<file path="src/rtl/stpseq_pkg.sv">
`timescale 1ns / 1ps
// ----------------------------------------------------------------------------
// stpseq_pkg
// Shared types, constants and the coil table of the stepper move sequencer.
// ----------------------------------------------------------------------------
package stpseq_pkg;

    // Geometry of the motor and the position counter
    localparam int POSITION_COUNT = 4096;
    localparam int STEPS_PER_REV  = 64;
    localparam int POS_W          = 12;

    // Field widths
    localparam int KIND_W    = 2;
    localparam int STEPS_W   = 16;
    localparam int RPM_W     = 16;
    localparam int DELAY_W   = 10;
    localparam int CFG_W     = 10;
    localparam int CFG_IDX_W = 2;
    localparam int COIL_W    = 4;

    // Step delay is (60000 / STEPS_PER_REV) / rpm; the dividend is folded at elaboration
    localparam int DIVIDEND = 60000 / STEPS_PER_REV;
    localparam int DIV_W    = $clog2(DIVIDEND + 1);
    localparam int CMP_W    = (DIV_W > DELAY_W) ? DIV_W : DELAY_W;

    // Item kinds
    localparam logic [KIND_W-1:0] KIND_TICK = 2'd0;
    localparam logic [KIND_W-1:0] KIND_MOVE = 2'd1;
    localparam logic [KIND_W-1:0] KIND_HOME = 2'd2;
    localparam logic [KIND_W-1:0] KIND_INIT = 2'd3;

    // Register indexes
    localparam logic [CFG_IDX_W-1:0] REG_MIN_DELAY  = 2'd0;
    localparam logic [CFG_IDX_W-1:0] REG_MAX_DELAY  = 2'd1;
    localparam logic [CFG_IDX_W-1:0] REG_HOME_SPEED = 2'd2;

    // Register reset values
    localparam logic [CFG_W-1:0] MIN_DELAY_RST  = 10'd5;
    localparam logic [CFG_W-1:0] MAX_DELAY_RST  = 10'd500;
    localparam logic [CFG_W-1:0] HOME_SPEED_RST = 10'd30;

    localparam logic [COIL_W-1:0] COILS_OFF = 4'h0;

    typedef struct packed {
        logic [KIND_W-1:0]         kind;
        logic signed [STEPS_W-1:0] steps;
        logic [RPM_W-1:0]          move_rpm;
    } in_item_t;

    typedef struct packed {
        logic [COIL_W-1:0] coil_pins;
        logic [POS_W-1:0]  position;
        logic              busy_res;
        logic              step_taken;
        logic              rejected;
    } out_item_t;

    typedef struct packed {
        logic [CFG_W-1:0] min_delay_ms;
        logic [CFG_W-1:0] max_delay_ms;
        logic [CFG_W-1:0] home_rpm;
    } cfg_t;

    // Classified command passed from the front to the back
    typedef struct packed {
        logic [KIND_W-1:0]  kind;
        logic               backward;
        logic [STEPS_W-1:0] count;
        logic [DELAY_W-1:0] delay;
    } cmd_t;

    typedef struct packed {
        logic               busy;
        logic               homing;
        logic [DELAY_W-1:0] step_delay;
        logic [DELAY_W-1:0] delay_left;
    } back_status_t;

    // Active coils by phase index: A, A+B, B, B+C
    function automatic logic [COIL_W-1:0] coil_lookup(input logic [1:0] phase);
        logic [COIL_W-1:0] pattern;
        case (phase)
            2'd0:    pattern = 4'h1;
            2'd1:    pattern = 4'h3;
            2'd2:    pattern = 4'h2;
            default: pattern = 4'h6;
        endcase
        return pattern;
    endfunction

endpackage

</file>
<file path="src/rtl/stpseq_front.sv">
`timescale 1ns / 1ps
// ----------------------------------------------------------------------------
// stpseq_front
// Accepts input words, classifies them and works out the step delay of a
// move or home with a serial restoring divider, then queues the command.
// ----------------------------------------------------------------------------
module stpseq_front (
    input  logic                 aclk,
    input  logic                 aresetn,
    input  logic                 s_valid,
    output logic                 s_ready,
    input  stpseq_pkg::in_item_t s_data,
    input  stpseq_pkg::cfg_t     cfg,
    output logic                 push,
    output stpseq_pkg::cmd_t     push_data,
    input  logic                 full
);

    localparam int CNT_W = $clog2(stpseq_pkg::DIV_W);

    localparam logic [1:0] F_IDLE = 2'd0;
    localparam logic [1:0] F_DIV  = 2'd1;
    localparam logic [1:0] F_PUSH = 2'd2;

    logic [1:0]                        state_reg, state_next;
    logic [stpseq_pkg::KIND_W-1:0]     kind_reg;
    logic                              backward_reg;
    logic [stpseq_pkg::STEPS_W-1:0]    count_reg;
    logic [stpseq_pkg::RPM_W-1:0]      rpm_reg;
    logic [stpseq_pkg::RPM_W-1:0]      rem_reg, rem_next;
    logic [stpseq_pkg::DIV_W-1:0]      quo_reg, quo_next;
    logic [CNT_W-1:0]                  cnt_reg;
    logic [stpseq_pkg::RPM_W:0]        trial;
    logic                              trial_ge;
    logic [stpseq_pkg::CMP_W-1:0]      quo_ext, min_ext, max_ext, lo_clamped, hi_clamped;
    logic [stpseq_pkg::DELAY_W-1:0]    delay;
    logic                              accept;

    assign s_ready = (state_reg == F_IDLE);
    assign accept  = s_valid && s_ready;

    // One quotient bit a cycle
    always_comb begin
        trial    = {rem_reg, quo_reg[stpseq_pkg::DIV_W-1]};
        trial_ge = (trial >= {1'b0, rpm_reg});
        rem_next = trial_ge ? stpseq_pkg::RPM_W'(trial - {1'b0, rpm_reg})
                            : trial[stpseq_pkg::RPM_W-1:0];
        quo_next = {quo_reg[stpseq_pkg::DIV_W-2:0], trial_ge};
    end

    // Clamp the quotient: min first, then max, zero rpm takes max, zero becomes one
    always_comb begin
        quo_ext    = stpseq_pkg::CMP_W'(quo_reg);
        min_ext    = stpseq_pkg::CMP_W'(cfg.min_delay_ms);
        max_ext    = stpseq_pkg::CMP_W'(cfg.max_delay_ms);
        lo_clamped = (quo_ext < min_ext) ? min_ext : quo_ext;
        hi_clamped = (lo_clamped > max_ext) ? max_ext : lo_clamped;
        if (rpm_reg == '0) begin
            hi_clamped = max_ext;
        end
        delay = stpseq_pkg::DELAY_W'(hi_clamped);
        if (delay == '0) begin
            delay = stpseq_pkg::DELAY_W'(1);
        end
    end

    assign push               = (state_reg == F_PUSH) && !full;
    assign push_data.kind     = kind_reg;
    assign push_data.backward = backward_reg;
    assign push_data.count    = count_reg;
    assign push_data.delay    = delay;

    // Sequence: take word, divide where needed, hand over
    always_comb begin
        state_next = state_reg;
        case (state_reg)
            F_IDLE: begin
                if (accept) begin
                    if (s_data.kind == stpseq_pkg::KIND_MOVE ||
                        s_data.kind == stpseq_pkg::KIND_HOME) begin
                        state_next = F_DIV;
                    end else begin
                        state_next = F_PUSH;
                    end
                end
            end
            F_DIV: begin
                if (cnt_reg == '0) begin
                    state_next = F_PUSH;
                end
            end
            F_PUSH: begin
                if (!full) begin
                    state_next = F_IDLE;
                end
            end
            default: state_next = F_IDLE;
        endcase
    end

    always_ff @(posedge aclk) begin
        if (!aresetn) begin
            state_reg <= F_IDLE;
        end else begin
            state_reg <= state_next;
        end
    end

    // Latch the word and run the divider
    always_ff @(posedge aclk) begin
        if (accept) begin
            kind_reg     <= s_data.kind;
            backward_reg <= s_data.steps[stpseq_pkg::STEPS_W-1];
            count_reg    <= s_data.steps[stpseq_pkg::STEPS_W-1]
                            ? stpseq_pkg::STEPS_W'(-s_data.steps)
                            : stpseq_pkg::STEPS_W'(s_data.steps);
            if (s_data.kind == stpseq_pkg::KIND_HOME) begin
                rpm_reg <= stpseq_pkg::RPM_W'(cfg.home_rpm);
            end else begin
                rpm_reg <= s_data.move_rpm;
            end
            rem_reg <= '0;
            quo_reg <= stpseq_pkg::DIV_W'(stpseq_pkg::DIVIDEND);
            cnt_reg <= CNT_W'(stpseq_pkg::DIV_W - 1);
        end else if (state_reg == F_DIV) begin
            rem_reg <= rem_next;
            quo_reg <= quo_next;
            cnt_reg <= cnt_reg - CNT_W'(1);
        end
    end

endmodule

</file>
<file path="src/rtl/stpseq_queue.sv">
`timescale 1ns / 1ps
// ----------------------------------------------------------------------------
// stpseq_queue
// Short command queue between the front and the back.
// ----------------------------------------------------------------------------
module stpseq_queue #(
    parameter int DEPTH = 2
) (
    input  logic             aclk,
    input  logic             aresetn,
    input  logic             push,
    input  stpseq_pkg::cmd_t push_data,
    output logic             full,
    input  logic             pop,
    output stpseq_pkg::cmd_t pop_data,
    output logic             empty
);

    localparam int PTR_W = (DEPTH > 1) ? $clog2(DEPTH) : 1;
    localparam int CNT_W = $clog2(DEPTH + 1);

    stpseq_pkg::cmd_t  entries_reg [DEPTH];
    logic [PTR_W-1:0]  wr_ptr_reg, rd_ptr_reg;
    logic [CNT_W-1:0]  fill_reg;
    logic              do_push, do_pop;

    assign full     = (fill_reg == CNT_W'(DEPTH));
    assign empty    = (fill_reg == '0);
    assign do_push  = push && !full;
    assign do_pop   = pop && !empty;
    assign pop_data = entries_reg[rd_ptr_reg];

    // Advance pointers and fill level
    always_ff @(posedge aclk) begin
        if (!aresetn) begin
            wr_ptr_reg <= '0;
            rd_ptr_reg <= '0;
            fill_reg   <= '0;
        end else begin
            if (do_push) begin
                wr_ptr_reg <= (wr_ptr_reg == PTR_W'(DEPTH - 1)) ? '0 : wr_ptr_reg + PTR_W'(1);
            end
            if (do_pop) begin
                rd_ptr_reg <= (rd_ptr_reg == PTR_W'(DEPTH - 1)) ? '0 : rd_ptr_reg + PTR_W'(1);
            end
            if (do_push && !do_pop) begin
                fill_reg <= fill_reg + CNT_W'(1);
            end else if (do_pop && !do_push) begin
                fill_reg <= fill_reg - CNT_W'(1);
            end
        end
    end

    // Store entries
    always_ff @(posedge aclk) begin
        if (do_push) begin
            entries_reg[wr_ptr_reg] <= push_data;
        end
    end

endmodule

</file>
<file path="src/rtl/stpseq_back.sv">
`timescale 1ns / 1ps
// ----------------------------------------------------------------------------
// stpseq_back
// Carries out queued commands, one a cycle when the output is free or read:
// motion state, coil phase and position, and the registered result word.
// ----------------------------------------------------------------------------
module stpseq_back (
    input  logic                     aclk,
    input  logic                     aresetn,
    input  stpseq_pkg::cmd_t         cmd,
    input  logic                     cmd_valid,
    output logic                     cmd_pop,
    output logic                     m_valid,
    input  logic                     m_ready,
    output stpseq_pkg::out_item_t    m_data,
    output stpseq_pkg::back_status_t status
);

    logic [stpseq_pkg::POS_W-1:0]   pos_reg, pos_next;
    logic [1:0]                     phase_reg, phase_next;
    logic [stpseq_pkg::COIL_W-1:0]  coil_reg, coil_next;
    logic [stpseq_pkg::STEPS_W-1:0] steps_left_reg, steps_left_next;
    logic                           backward_reg, backward_next;
    logic [stpseq_pkg::DELAY_W-1:0] step_delay_reg, step_delay_next;
    logic [stpseq_pkg::DELAY_W-1:0] delay_left_reg, delay_left_next;
    logic                           busy_reg, busy_next;
    logic                           homing_reg, homing_next;
    logic                           m_valid_reg;
    stpseq_pkg::out_item_t          m_data_reg, m_data_next;

    logic                           do_step, step_back, do_clear, stepped, rej;
    logic [stpseq_pkg::DELAY_W-1:0] dl_dec;

    assign cmd_pop = cmd_valid && (!m_valid_reg || m_ready);
    assign m_valid = m_valid_reg;
    assign m_data  = m_data_reg;

    assign status.busy       = busy_reg;
    assign status.homing     = homing_reg;
    assign status.step_delay = step_delay_reg;
    assign status.delay_left = delay_left_reg;

    // Apply one command to the motion state
    always_comb begin
        pos_next        = pos_reg;
        phase_next      = phase_reg;
        coil_next       = coil_reg;
        steps_left_next = steps_left_reg;
        backward_next   = backward_reg;
        step_delay_next = step_delay_reg;
        delay_left_next = delay_left_reg;
        busy_next       = busy_reg;
        homing_next     = homing_reg;
        do_step         = 1'b0;
        step_back       = backward_reg;
        do_clear        = 1'b0;
        stepped         = 1'b0;
        rej             = 1'b0;
        dl_dec          = (delay_left_reg != '0) ? delay_left_reg - stpseq_pkg::DELAY_W'(1)
                                                 : delay_left_reg;

        case (cmd.kind)
            stpseq_pkg::KIND_TICK: begin
                if (busy_reg) begin
                    delay_left_next = dl_dec;
                    if (dl_dec == '0) begin
                        if (steps_left_reg != '0) begin
                            do_step         = 1'b1;
                            steps_left_next = steps_left_reg - stpseq_pkg::STEPS_W'(1);
                            delay_left_next = step_delay_reg;
                            stepped         = 1'b1;
                        end else begin
                            busy_next = 1'b0;
                            if (homing_reg) begin
                                homing_next = 1'b0;
                                do_clear    = 1'b1;
                            end
                        end
                    end
                end
            end
            stpseq_pkg::KIND_MOVE: begin
                if (busy_reg) begin
                    rej = 1'b1;
                end else if (cmd.count != '0) begin
                    backward_next   = cmd.backward;
                    step_back       = cmd.backward;
                    step_delay_next = cmd.delay;
                    delay_left_next = cmd.delay;
                    steps_left_next = cmd.count - stpseq_pkg::STEPS_W'(1);
                    busy_next       = 1'b1;
                    do_step         = 1'b1;
                    stepped         = 1'b1;
                end
            end
            stpseq_pkg::KIND_HOME: begin
                if (busy_reg) begin
                    rej = 1'b1;
                end else if (pos_reg != '0) begin
                    homing_next     = 1'b1;
                    backward_next   = 1'b1;
                    step_back       = 1'b1;
                    step_delay_next = cmd.delay;
                    delay_left_next = cmd.delay;
                    steps_left_next = stpseq_pkg::STEPS_W'(pos_reg)
                                      - stpseq_pkg::STEPS_W'(1);
                    busy_next       = 1'b1;
                    do_step         = 1'b1;
                    stepped         = 1'b1;
                end else begin
                    do_clear = 1'b1;
                end
            end
            default: begin
                if (busy_reg) begin
                    rej = 1'b1;
                end else begin
                    do_clear = 1'b1;
                end
            end
        endcase

        // Move phase and position by one step
        if (do_step) begin
            if (step_back) begin
                phase_next = phase_reg - 2'd1;
                pos_next   = (pos_reg == '0) ? stpseq_pkg::POS_W'(stpseq_pkg::POSITION_COUNT - 1)
                                             : pos_reg - stpseq_pkg::POS_W'(1);
            end else begin
                phase_next = phase_reg + 2'd1;
                pos_next   = (pos_reg == stpseq_pkg::POS_W'(stpseq_pkg::POSITION_COUNT - 1))
                             ? '0 : pos_reg + stpseq_pkg::POS_W'(1);
            end
            coil_next = stpseq_pkg::coil_lookup(phase_next);
        end

        if (do_clear) begin
            pos_next   = '0;
            phase_next = 2'd0;
            coil_next  = stpseq_pkg::COILS_OFF;
        end

        m_data_next.coil_pins  = ~coil_next;
        m_data_next.position   = pos_next;
        m_data_next.busy_res   = busy_next;
        m_data_next.step_taken = stepped;
        m_data_next.rejected   = rej;
    end

    // Commit state and load the result word
    always_ff @(posedge aclk) begin
        if (!aresetn) begin
            pos_reg        <= '0;
            phase_reg      <= 2'd0;
            coil_reg       <= stpseq_pkg::COILS_OFF;
            steps_left_reg <= '0;
            backward_reg   <= 1'b0;
            step_delay_reg <= '0;
            delay_left_reg <= '0;
            busy_reg       <= 1'b0;
            homing_reg     <= 1'b0;
            m_valid_reg    <= 1'b0;
        end else begin
            if (cmd_pop) begin
                pos_reg        <= pos_next;
                phase_reg      <= phase_next;
                coil_reg       <= coil_next;
                steps_left_reg <= steps_left_next;
                backward_reg   <= backward_next;
                step_delay_reg <= step_delay_next;
                delay_left_reg <= delay_left_next;
                busy_reg       <= busy_next;
                homing_reg     <= homing_next;
                m_valid_reg    <= 1'b1;
            end else if (m_ready) begin
                m_valid_reg    <= 1'b0;
            end
        end
    end

    always_ff @(posedge aclk) begin
        if (cmd_pop) begin
            m_data_reg <= m_data_next;
        end
    end

endmodule

</file>
<file path="src/rtl/stepper_move_sequencer_unit.sv">
`timescale 1ns / 1ps
// ----------------------------------------------------------------------------
// stepper_move_sequencer_unit
// Unipolar stepper step sequencer: move, home, init and millisecond ticks.
// ----------------------------------------------------------------------------
// Every input word gives exactly one result word, in order. A move or home
// word is latched, put through the 10-bit restoring divide of 937 by the
// rpm at one quotient bit a cycle and queued; tick and init words skip the
// divide. The front takes no new word until the last is queued; the back
// retires one queued command a cycle into its output register when it is
// free or read. The user must write cfg_wr_en, cfg_index and cfg_wdata
// only while the block is idle; the block does not enforce it. No read-back.
// ----------------------------------------------------------------------------
module stepper_move_sequencer_unit #(
    parameter int QUEUE_DEPTH = 2
) (
    input  logic                                aclk,
    input  logic                                aresetn,
    input  logic                                s_valid,
    output logic                                s_ready,
    input  stpseq_pkg::in_item_t                s_data,
    output logic                                m_valid,
    input  logic                                m_ready,
    output stpseq_pkg::out_item_t               m_data,
    input  logic                                cfg_wr_en,
    input  logic [stpseq_pkg::CFG_IDX_W-1:0]    cfg_index,
    input  logic [stpseq_pkg::CFG_W-1:0]        cfg_wdata
);

    stpseq_pkg::cfg_t         cfg_reg;
    stpseq_pkg::cmd_t         push_data, pop_data;
    stpseq_pkg::back_status_t status;
    logic                     push, full, pop, empty;

    // Hold configuration registers
    always_ff @(posedge aclk) begin
        if (!aresetn) begin
            cfg_reg.min_delay_ms <= stpseq_pkg::MIN_DELAY_RST;
            cfg_reg.max_delay_ms <= stpseq_pkg::MAX_DELAY_RST;
            cfg_reg.home_rpm     <= stpseq_pkg::HOME_SPEED_RST;
        end else if (cfg_wr_en) begin
            case (cfg_index)
                stpseq_pkg::REG_MIN_DELAY:  cfg_reg.min_delay_ms <= cfg_wdata;
                stpseq_pkg::REG_MAX_DELAY:  cfg_reg.max_delay_ms <= cfg_wdata;
                stpseq_pkg::REG_HOME_SPEED: cfg_reg.home_rpm     <= cfg_wdata;
                default: ;
            endcase
        end
    end

    stpseq_front u_front (
        .aclk      (aclk),
        .aresetn   (aresetn),
        .s_valid   (s_valid),
        .s_ready   (s_ready),
        .s_data    (s_data),
        .cfg       (cfg_reg),
        .push      (push),
        .push_data (push_data),
        .full      (full)
    );

    stpseq_queue #(
        .DEPTH (QUEUE_DEPTH)
    ) u_queue (
        .aclk      (aclk),
        .aresetn   (aresetn),
        .push      (push),
        .push_data (push_data),
        .full      (full),
        .pop       (pop),
        .pop_data  (pop_data),
        .empty     (empty)
    );

    stpseq_back u_back (
        .aclk      (aclk),
        .aresetn   (aresetn),
        .cmd       (pop_data),
        .cmd_valid (!empty),
        .cmd_pop   (pop),
        .m_valid   (m_valid),
        .m_ready   (m_ready),
        .m_data    (m_data),
        .status    (status)
    );

    // Homing only ever runs as part of a motion
    a_homing_busy: assert property (@(posedge aclk) disable iff (!aresetn)
        status.homing |-> status.busy)
        else $error("homing set while not busy");

    // A running motion never counts past its step delay, and the delay is never zero
    a_delay_bound: assert property (@(posedge aclk) disable iff (!aresetn)
        status.busy |-> (status.delay_left <= status.step_delay && status.step_delay != '0))
        else $error("delay counter out of range");

    // A step always leaves the block busy
    a_step_busy: assert property (@(posedge aclk) disable iff (!aresetn)
        (m_valid && m_data.step_taken) |-> m_data.busy_res)
        else $error("step reported while idle");

    // A rejected command never moves the motor
    a_reject_no_step: assert property (@(posedge aclk) disable iff (!aresetn)
        (m_valid && m_data.rejected) |-> (!m_data.step_taken && m_data.busy_res))
        else $error("rejected command stepped");

endmodule

</file>
<file path="config.mk">
export PLATFORM = sky130hd
export DESIGN_NAME = stepper_move_sequencer_unit
export DESIGN_NICKNAME = d
export VERILOG_FILES = /design/src/rtl/stpseq_pkg.sv /design/src/rtl/stpseq_front.sv /design/src/rtl/stpseq_queue.sv /design/src/rtl/stpseq_back.sv /design/src/rtl/stepper_move_sequencer_unit.sv
export SDC_FILE = /design/constraint.sdc
export NUM_CORES = 1
export LEC_CHECK = 0
export BUFFER_PORTS_ARGS = -buffer_cell sky130_fd_sc_hd__buf_4
export CORE_UTILIZATION = 55
export DETAILED_ROUTE_END_ITERATION = 10
export PLACE_DENSITY_LB_ADDON = 0.1
export RECOVER_POWER = 50
export SETUP_SLACK_MARGIN = 0.02
export SLEW_MARGIN = 20
export SYNTH_ARGS = -nofsm -noshare
export SYNTH_HDL_FRONTEND = slang
export SYNTH_SLANG_ARGS = --single-unit
</file>
<file path="constraint.sdc">
create_clock -name aclk -period 5.5 [get_ports aclk]
set_input_delay 0.825 -clock aclk [delete_from_list [all_inputs] [get_ports aclk]]
set_output_delay 0.825 -clock aclk [all_outputs]
set_load 0.01 [all_outputs]
</file>
Word level (Yosys, flattened, before mapping)
Memories as Yosys holds them, arrays and structs flattened. A register that Yosys moved wholly into a read port is not among the register bits.
Cells that the tools add are included.
Widths: inputs -> output; s select.

operators by class
  $add $sub $neg = 15
  multiply operators = 0
  divide/modulo/power cells = 0
  magnitude comparators = 3
  equal/unequal tests = 23
  shift operators = 0
  multiplexer cells = 85
  bitwise gates (word level) = 1
  reductions and logical operators = 43

operators by type and width
  kind                   count
  $mux 10                13
  $mux 16                8
  $mux 12                5
  $pmux 16 s3            1
  $mux 1                 36
  $reduce_bool 16->1     2
  $sub 16x1->16 const B  2
  $pmux 10 s3            1
  $logic_not 10->1       2
  $mux 2                 10
  $pmux 10 s2            1
  $ge 17x16->1           1
  $logic_not 16->1       1
  $neg 16->16            1
  $sub 16x16->16         1
  $mux 15                1
  $reduce_and 7->1       2
  $sub 12x1->13 const B  1
  $add 12x1->12 const B  1
  $eq 12x12->1 const B   1
  $eq 2x2->1 const B     6
  $logic_not 12->1       1
  $ne 2x1->1 const B     6
  $reduce_bool 12->1     1
  other kinds (28)       65

storage, ports and cells
  bits in registers = 178
  latch bits = 0
  memory bits (writable) = 58
  memory bits (read-only) = 0
  input port bits = 51
  logic and storage cells = 202
  memories = 1

memory list
  memory               depth  width  read ports  clocked after memory_dff  write ports  RTL line            source
  u_queue.entries_reg  2      29     1           1                         1            stpseq_queue.sv:22  stpseq_pkg::cmd_t entries_reg [DEPTH];

Logic depth before layout (Yosys ltp)
Gate-level depths: netlist of the first run.

  word-level depth = 12
  gate-level depth with buffers = 19
  gate-level depth less buffers = 17

Cells and area by module
From an unflattened synthesis of the first run, not the netlist that was laid out.

second synthesis, totals
  cell total of the unflattened synthesis = 1378
  area, all modules = 13462.9 um^2

by module, submodules not included
  module                       instances  cells each  area each (um^2)  sequential area each (um^2)
  stpseq_back                  1          626         5168.7            1731.7
  stpseq_front                 1          514         4728.3            1691.6
  stpseq_queue                 1          115         2322.2            1841.8
  stepper_move_sequencer_unit  1          123         1243.7            600.6

Least setup slack after synthesis of the first run
Ideal clock, no wire load.

  kind = flip-flop to flip-flop
  from = register (tool-made name)
  to = register u_back.m_data_reg (netlist bit u_back.m_data[15]) (data pin)
  arrival = 3.858 ns
  path slack = 1.383 ns
  cell stages (with the launch flop) = 19
  path buffers = 6
  cell sequence = dfxtp_1 buf_1 buf_2 buf_2 mux2i_1 inv_1 ha_1 clkbuf_1 inv_1 nor2_1 or4_1 nand3_2 buf_6 buf_2 xnor2_1 ha_1 nand2_1 nand2_1 nand2_1

RTL lines
  what                  RTL line            source
  to (signal assigned)  stpseq_back.sv:183  m_data_reg <= m_data_next;
  to (decl)             stpseq_back.sv:29   stpseq_pkg::out_item_t m_data_reg, m_data_next;

==> impl_metrics.csv, run 1 <==
group,metric,value,unit
run_status,outcome,"finished with violations",
run_status,violations,"max-capacitance violations, max-slew violations",
routing,drt-initial-drc-count,638,
yosys,synth-seq-area-share,0.4558,
clocking,cts_buffers,26,
critical_path,arrival,5.04,ns
placed_design,dpl_worst_slack,0.8431,ns
timing,worst_slack,0.7474,ns
yosys,ys.warnings.count,0,
floorplan,ios,72,
cells_and_area,nFillCells,1923,
cells_and_area,largest_register_ffs,58,
placed_design,dp_cells,1651,
run,max_cap_viol_count,1,
critical_path,path_class,"reg -> reg",
yosys,mappedNetlistNets,1435,
placed_design,io_buffers,71,
yosys,avgSynthCellArea,9.648,µm²
clocking,postCtsSetupRepairBufs,0,
yosys,netlist_area,12870,µm²
critical_path,cp.required,5.79,ns
cells_and_area,seqCellArea,5866,µm²
timing,tightestPinTransition,3.902,ns
critical_path,path_cells,"inv_1 -> ha_1 -> a21oi_1 -> nand2_1 -> a211oi_1 -> o31a_1 -> mux2_2 -> ha_1 -> nand4_1 -> nor3_1 -> o21ai_0 -> a21oi_1 -> buf_4 -> mux2_2 -> nor4_1 -> nand2_1 -> o41ai_1",
power,power,6.834,mW
clocking,cts_tree,"done",
routing,wl_per_cell,16.35,µm
power,irDropWorstVdd,327.5,µV
cells_and_area,drive_gt1_frac,0.1154,
cells_and_area,multi_input_area,6422,µm²
critical_path,cp-end-kind,"flip-flop",
floorplan,core,22780,µm²
timing,fmax,0.2104,GHz
cells_and_area,stdcell_count,1699,
floorplan,die_x,155.0,µm
cells_and_area,area_growth,10.98,%
clocking,clkTransAtPathRegs,0.06,ns
power,pwr_density_cell,478.5,nW/µm²
routing,num_vias,9715,
yosys,synth_cells,1334,
yosys,synth.distinct_cells,88,
floorplan,rows,55,
routing,antenna_left,0,
timing,finalCritPeriodShare,0.8641,
clocking,holdBufCountCts,0,
clocking,cts_sinks,237,
routing,vias_per_cell,5.718,
critical_path,cp_num_buf_inv,2,
global_routing,track_usage,0.2342,
clocking,root_buffer,"clkbuf_16",
critical_path,crit_fanout,12,
timing,rsz0062_at_grt,"false",
timing,min_period,4.753,ns
global_routing,antenna_found_initial,0,
floorplan,die_h,155.0,µm
timing,hold_ws,0.4386,ns
routing,drc_errors,0,
yosys,synth-edff-count,112,
cells_and_area,final_nets,1467,
yosys,ys_ff_latch,237,
timing,fin_tns_setup,0,ns
routing,firstDrtPassIters,5,
timing,hold_violations,0,
worst_hold_path,hold_start,"u_front.count_reg[15]$_SDFFCE_PN0P_",
yosys,async_reset_ff_frac,0,
floorplan,dieArea,24020,µm²
global_routing,grt_max_degree,97,
critical_path,cpPeakStageDelay,0.51,ns
placed_design,routabilityCongestion,0.8770,
clocking,ctsResizeCount,0,
cells_and_area,antenna_cells,0,
timing,slew_headroom,-1.601,
critical_path,cp-startpoint,"cfg_reg[28]$_SDFFE_PN0P_",
power,p_leak,5.404,nW
global_routing,grt_pass1_wl,46.00,mm
critical_path,r2r-start,"cfg_reg[28]$_SDFFE_PN0P_",
critical_path,critPathTopFamily,"compound AO/OA/AOI/OAI gates",
placed_design,hpwl,19.50,mm
routing,wirelength,27.77,mm
global_routing,grt_pass1_vias,9019,
floorplan,initial_core_util,0.5650,
clocking,clk_path_buf_depth,3,
yosys,ys.flop_type,"dfxtp_1",
clocking,clock_latency,0.53,ns
critical_path,crit_path_top_delay_cell,"o31a_1",
critical_path,worst_setup_path_start_kind,"flip-flop",
clocking,cts-htree-levels,1,
timing,skew,0.01401,ns
timing,maxSlewViolCount,97,
timing,setup_violations,0,
global_routing,overflow,0,
worst_hold_path,hold_class,"reg -> reg",
-- cell usage in the layout, fill, tap and decap left out, drive strengths merged, types with 20 or more instances in the layout --
cell | synthesis | layout
nand2 | 157 | 157
mux2 | 41 | 41
nor2 | 93 | 93
o211ai | 21 | 21
dfxtp | 125 | 125
xnor2 | 38 | 38
a21boi | 20 | 20
mux2i | 55 | 55
nand4 | 21 | 21
ha | 49 | 49
xor2 | 22 | 22
nand3 | 36 | 36
inv | 68 | 68
nor3 | 34 | 34
a21oi | 82 | 82
nor2b | 44 | 44
edfxtp | 112 | 112
buf | 26 | 49
o21ai | 53 | 53
clkbuf | 50 | 63
-- worst paths after layout --
| kind | to | slack (ns) | cells past startpoint |
|---|---|---|---|
| max | u_queue.entries_reg[1][0]$_DFFE_PP_ | 0.75 | 17 |
| min | u_queue.entries_reg[1][25]$_DFFE_PP_ | 0.44 | 0 |
| max reg2reg | u_queue.entries_reg[1][0]$_DFFE_PP_ | 0.75 | 17 |
| min reg2reg | u_queue.entries_reg[1][25]$_DFFE_PP_ | 0.44 | 0 |
-- power by group --
group | leakage, nW | switching [mW] | internal, mW | total (mW)
combinational | 2.93 | 1.65 | 1.07 | 2.72
sequential | 2.06 | 0.216 | 2.15 | 2.37
clock | 0.420 | 0.704 | 1.04 | 1.74
total | 5.40 | 2.57 | 4.26 | 6.83
-- stage by stage --
stage,instance area (µm²),utilization
6_report,14280,0.6270
5_1_grt,14280,0.6270
4_1_cts,14390,0.6316
3_5_place_dp,13530,0.5939
3_3_place_gp,13530,0.5939
2_1_floorplan,12870,-
-- logic make-up (layout without fill, tap and decap cells) --
logic type	Yosys count	in the layout	synth area share
multiplexers	96	96	0.07894
XOR/XNOR	60	60	0.04083
buffers and inverters	144	196	0.04657
adder cells (fa/ha/maj)	50	50	0.04919
flip-flops	237	237	0.4558
AND/OR/NAND/NOR	469	469	0.1844
AO/OA/AOI/OAI	278	278	0.1443
-- cell type report --
cell class / count / share of cell area
clock buffers: 32 / 0.04862
clock inverters: 16 / 0.01156
inverters: 68 / 0.01787
multi-input cells: 953 / 0.4497
flip-flops and latches: 237 / 0.4107
well taps: 313 / 0.02742
repair buffers: 80 / 0.03417
-- Yosys cell counts (all sizes together), types with 4 or more instances --
master / n / area, µm²
o21ai: 53 / 265.3
nand4: 21 / 131.4
nor4: 17 / 121.4
nand3: 36 / 185.2
nor2: 93 / 359.1
a22o: 6 / 52.55
edfxtp: 112 / 3363
a221o: 4 / 40.04
nand3b: 6 / 45.04
nand2: 157 / 589.3
o31ai: 7 / 52.55
and2: 13 / 81.33
nor2b: 44 / 277.8
or3: 10 / 72.57
xor2: 22 / 192.7
nor3: 34 / 191.4
o211a: 7 / 70.07
inv: 68 / 255.3
and3: 6 / 42.54
o22ai: 4 / 31.28
a21oi: 82 / 425.4
a31oi: 9 / 56.30
mux2i: 55 / 550.5
dfxtp: 125 / 2502
clkbuf: 50 / 187.7
a21boi: 20 / 150.1
o21a: 8 / 60.06
nand2b: 6 / 37.54
nor4b: 4 / 50.05
mux2: 41 / 465.4
ha: 49 / 613.1
o211ai: 21 / 157.7
a211oi: 17 / 127.6
o41ai: 4 / 35.03
buf: 26 / 156.4
nor3b: 6 / 50.05
xnor2: 38 / 332.8
a22oi: 8 / 65.06
-- routing by layer --
| layer | share of wire | track usage |
|---|---|---|
| met5 | 0 | 0 |
| met4 | 0.019 | 0.05281 |
| met3 | 0.040 | 0.02618 |
| met2 | 0.45 | 0.3814 |
| met1 | 0.49 | 0.3352 |
-- worst register-to-register path, delay by kind of cell, from the launching register on --
family | cells | cell delay (ns)
flip-flops | 1 | 0.33
adder cells (fa/ha/maj) | 2 | 0.62
multiplexers | 2 | 0.80
AO/OA/AOI/OAI | 6 | 1.62
buffers and inverters | 2 | 0.30
AND/OR/NAND/NOR | 5 | 0.84
Power figures use the tool's default switching activity.
==> run 2, diff against run 1 <==
--- a/config.mk
+++ b/config.mk
@@ -8,7 +8,7 @@
 export BUFFER_PORTS_ARGS = -buffer_cell sky130_fd_sc_hd__buf_4
 export CORE_UTILIZATION = 55
 export DETAILED_ROUTE_END_ITERATION = 10
-export PLACE_DENSITY_LB_ADDON = 0.1
+export PLACE_DENSITY = 0.76
 export RECOVER_POWER = 50
 export SETUP_SLACK_MARGIN = 0.02
 export SLEW_MARGIN = 20
==> run 2 against run 1 <==
Against the previous run: the flow still finishes with violations (max-capacitance violations, max-slew violations); utilization is 0.45 points higher; clock skew is 0.0029 ns lower; sequential share of layout area is 0.29 points lower.
==> impl_metrics.csv, run 2 (same netlist as run 1, synthesis figures left out) <==
group,metric,value,unit
floorplan,die_h,155.0,µm
timing,setup_violations,0,
routing,firstDrtPassIters,5,
cells_and_area,area_growth,11.77,%
global_routing,grt_pass1_vias,9159,
power,pwr_density_cell,488.7,nW/µm²
worst_hold_path,min_path_cells,0,
global_routing,grt_max_degree,97,
cells_and_area,final_nets,1465,
critical_path,arrival,4.98,ns
critical_path,critPathTopFamily,"compound AO/OA/AOI/OAI gates",
worst_hold_path,hold_class,"reg -> reg",
cells_and_area,nFillCells,1872,
placed_design,io_buffers,71,
critical_path,reg2reg_depth,17,
timing,fin_tns_setup,0,ns
timing,hold_ws,0.4467,ns
cells_and_area,layout_common_cells,"nand2_1 (157), dfxtp_1 (125), edfxtp_1 (112)",
floorplan,initial_core_util,0.5650,
run_status,violations,"max-capacitance violations, max-slew violations",
floorplan,rows,55,
routing,wl_per_cell,16.38,µm
worst_hold_path,hold_end,"u_queue.entries_reg[1][23]$_DFFE_PP_",
critical_path,r2r-start,"cfg_reg[28]$_SDFFE_PN0P_",
clocking,cts_tree,"done",
clocking,clkTransAtPathRegs,0.07,ns
routing,num_vias,9746,
clocking,root_buffer,"clkbuf_16",
clocking,cts_sinks,237,
routing,vias_per_cell,5.746,
routing,drt-initial-drc-count,681,
floorplan,ios,72,
clocking,ctsResizeCount,0,
critical_path,cp-end-kind,"flip-flop",
timing,finalCritPeriodShare,0.8540,
clocking,clk_path_buf_depth,3,
placed_design,routabilityCongestion,0.8886,
clocking,holdBufCountCts,0,
global_routing,overflow,0,
critical_path,crit_path_top_delay_cell,"o31a_1",
critical_path,r2r_slack,0.80,ns
clocking,cts-htree-levels,1,
critical_path,crit_fanout,11,
critical_path,worst_setup_path_start_kind,"flip-flop",
critical_path,cp_num_buf_inv,2,
timing,rsz0062_at_grt,"false",
power,p_leak,5.446,nW
run_status,outcome,"finished with violations",
critical_path,cpPeakStageDelay,0.49,ns
clocking,postCtsSetupRepairBufs,0,
timing,tightestPinTransition,3.781,ns
global_routing,track_usage,0.2300,
timing,skew,0.01114,ns
critical_path,cp.required,5.78,ns
clocking,clock_latency,0.53,ns
global_routing,grt_pass1_wl,45.29,mm
floorplan,die_x,155.0,µm
critical_path,rr_endpoint,"u_queue.entries_reg[1][0]$_DFFE_PP_",
routing,wirelength,27.78,mm
cells_and_area,largest_register_ffs,58,
critical_path,path_class,"reg -> reg",
placed_design,hpwl,19.16,mm
power,irDropWorstVdd,306.8,µV
cells_and_area,seqCellArea,5866,µm²
cells_and_area,multi_input_area,6425,µm²
timing,fmax,0.2129,GHz
worst_hold_path,hold_start,"u_front.count_reg[13]$_DFFE_PP_",
timing,hold_violations,0,
routing,antenna_left,0,
cells_and_area,drive_gt1_frac,0.1157,
clocking,cts_buffers,26,
timing,maxSlewViolCount,97,
floorplan,core,22780,µm²
timing,slew_headroom,-1.521,
cells_and_area,mostFrequentLayoutCell,"nand2_1",
floorplan,dieArea,24020,µm²
critical_path,path_cells,"inv_1 -> ha_1 -> a21oi_1 -> nand2_1 -> a211oi_1 -> o31a_1 -> mux2_2 -> ha_1 -> nand4_1 -> nor3_1 -> o21ai_0 -> a21oi_1 -> buf_4 -> mux2_2 -> nor4_1 -> nand2_1 -> o41ai_1",
run,max_cap_viol_count,1,
routing,drc_errors,0,
timing,min_period,4.697,ns
global_routing,antenna_found_initial,1,
cells_and_area,antenna_cells,0,
## run 2: routing by layer
metal	vias to the layer above	GRT usage	wire, µm	share of wire
met3	47	0.03064	1399	0.050
li1	4871	-	-	-
met4	0	0.06601	650	0.023
met2	267	0.3777	12700	0.46
met5	-	0	0	0
met1	4561	0.3179	13030	0.47
## run 2: layout make-up
| type | count | area share |
|---|---|---|
| multi-input combinational | 953 | 0.4466 |
| clock buffer | 30 | 0.04993 |
| clock inverter | 17 | 0.01705 |
| tap | 313 | 0.02722 |
| sequential | 237 | 0.4078 |
| inverter | 68 | 0.01774 |
| timing repair buffer | 78 | 0.03366 |
## run 2: worst max path at each step
stage,from,end,slack [ns],cells after the start
finish,cfg_reg[28]$_SDFFE_PN0P_,u_queue.entries_reg[1][0]$_DFFE_PP_,0.80,17
global route,cfg_reg[28]$_SDFFE_PN0P_,u_queue.entries_reg[1][0]$_DFFE_PP_,0.44,17
CTS,cfg_reg[28]$_SDFFE_PN0P_,u_queue.entries_reg[1][0]$_DFFE_PP_,0.83,18
detailed placement,cfg_reg[28]$_SDFFE_PN0P_,u_queue.entries_reg[0][0]$_DFFE_PP_,0.91,17
global placement,cfg_reg[28]$_SDFFE_PN0P_,u_queue.entries_reg[0][0]$_DFFE_PP_,1.03,17
floorplan,flip-flop,u_back.m_data[15]$_DFFE_PP_,1.38,18
## run 2: stage by stage
step | total power, mW | std cells | area (µm²) | setup slack (ns) | utilization
3_5_place_dp | 5.136 | 1649 | 13510 | 0.9085 | 0.5932
6_report | 7.030 | 1696 | 14390 | 0.8030 | 0.6315
3_3_place_gp | 5.084 | 1649 | 13510 | 1.034 | 0.5932
4_1_cts | 7.074 | 1696 | 14480 | 0.8276 | 0.6355
5_1_grt | 7.432 | 1696 | 14390 | 0.4405 | 0.6315
2_1_floorplan | 4.503 | 1334 | 12870 | 1.383 | -
## run 2: power breakdown
group	internal, mW	switching [mW]	total (mW)
clock network	1.22	0.708	1.92
logic	1.07	1.66	2.73
registers	2.15	0.220	2.37
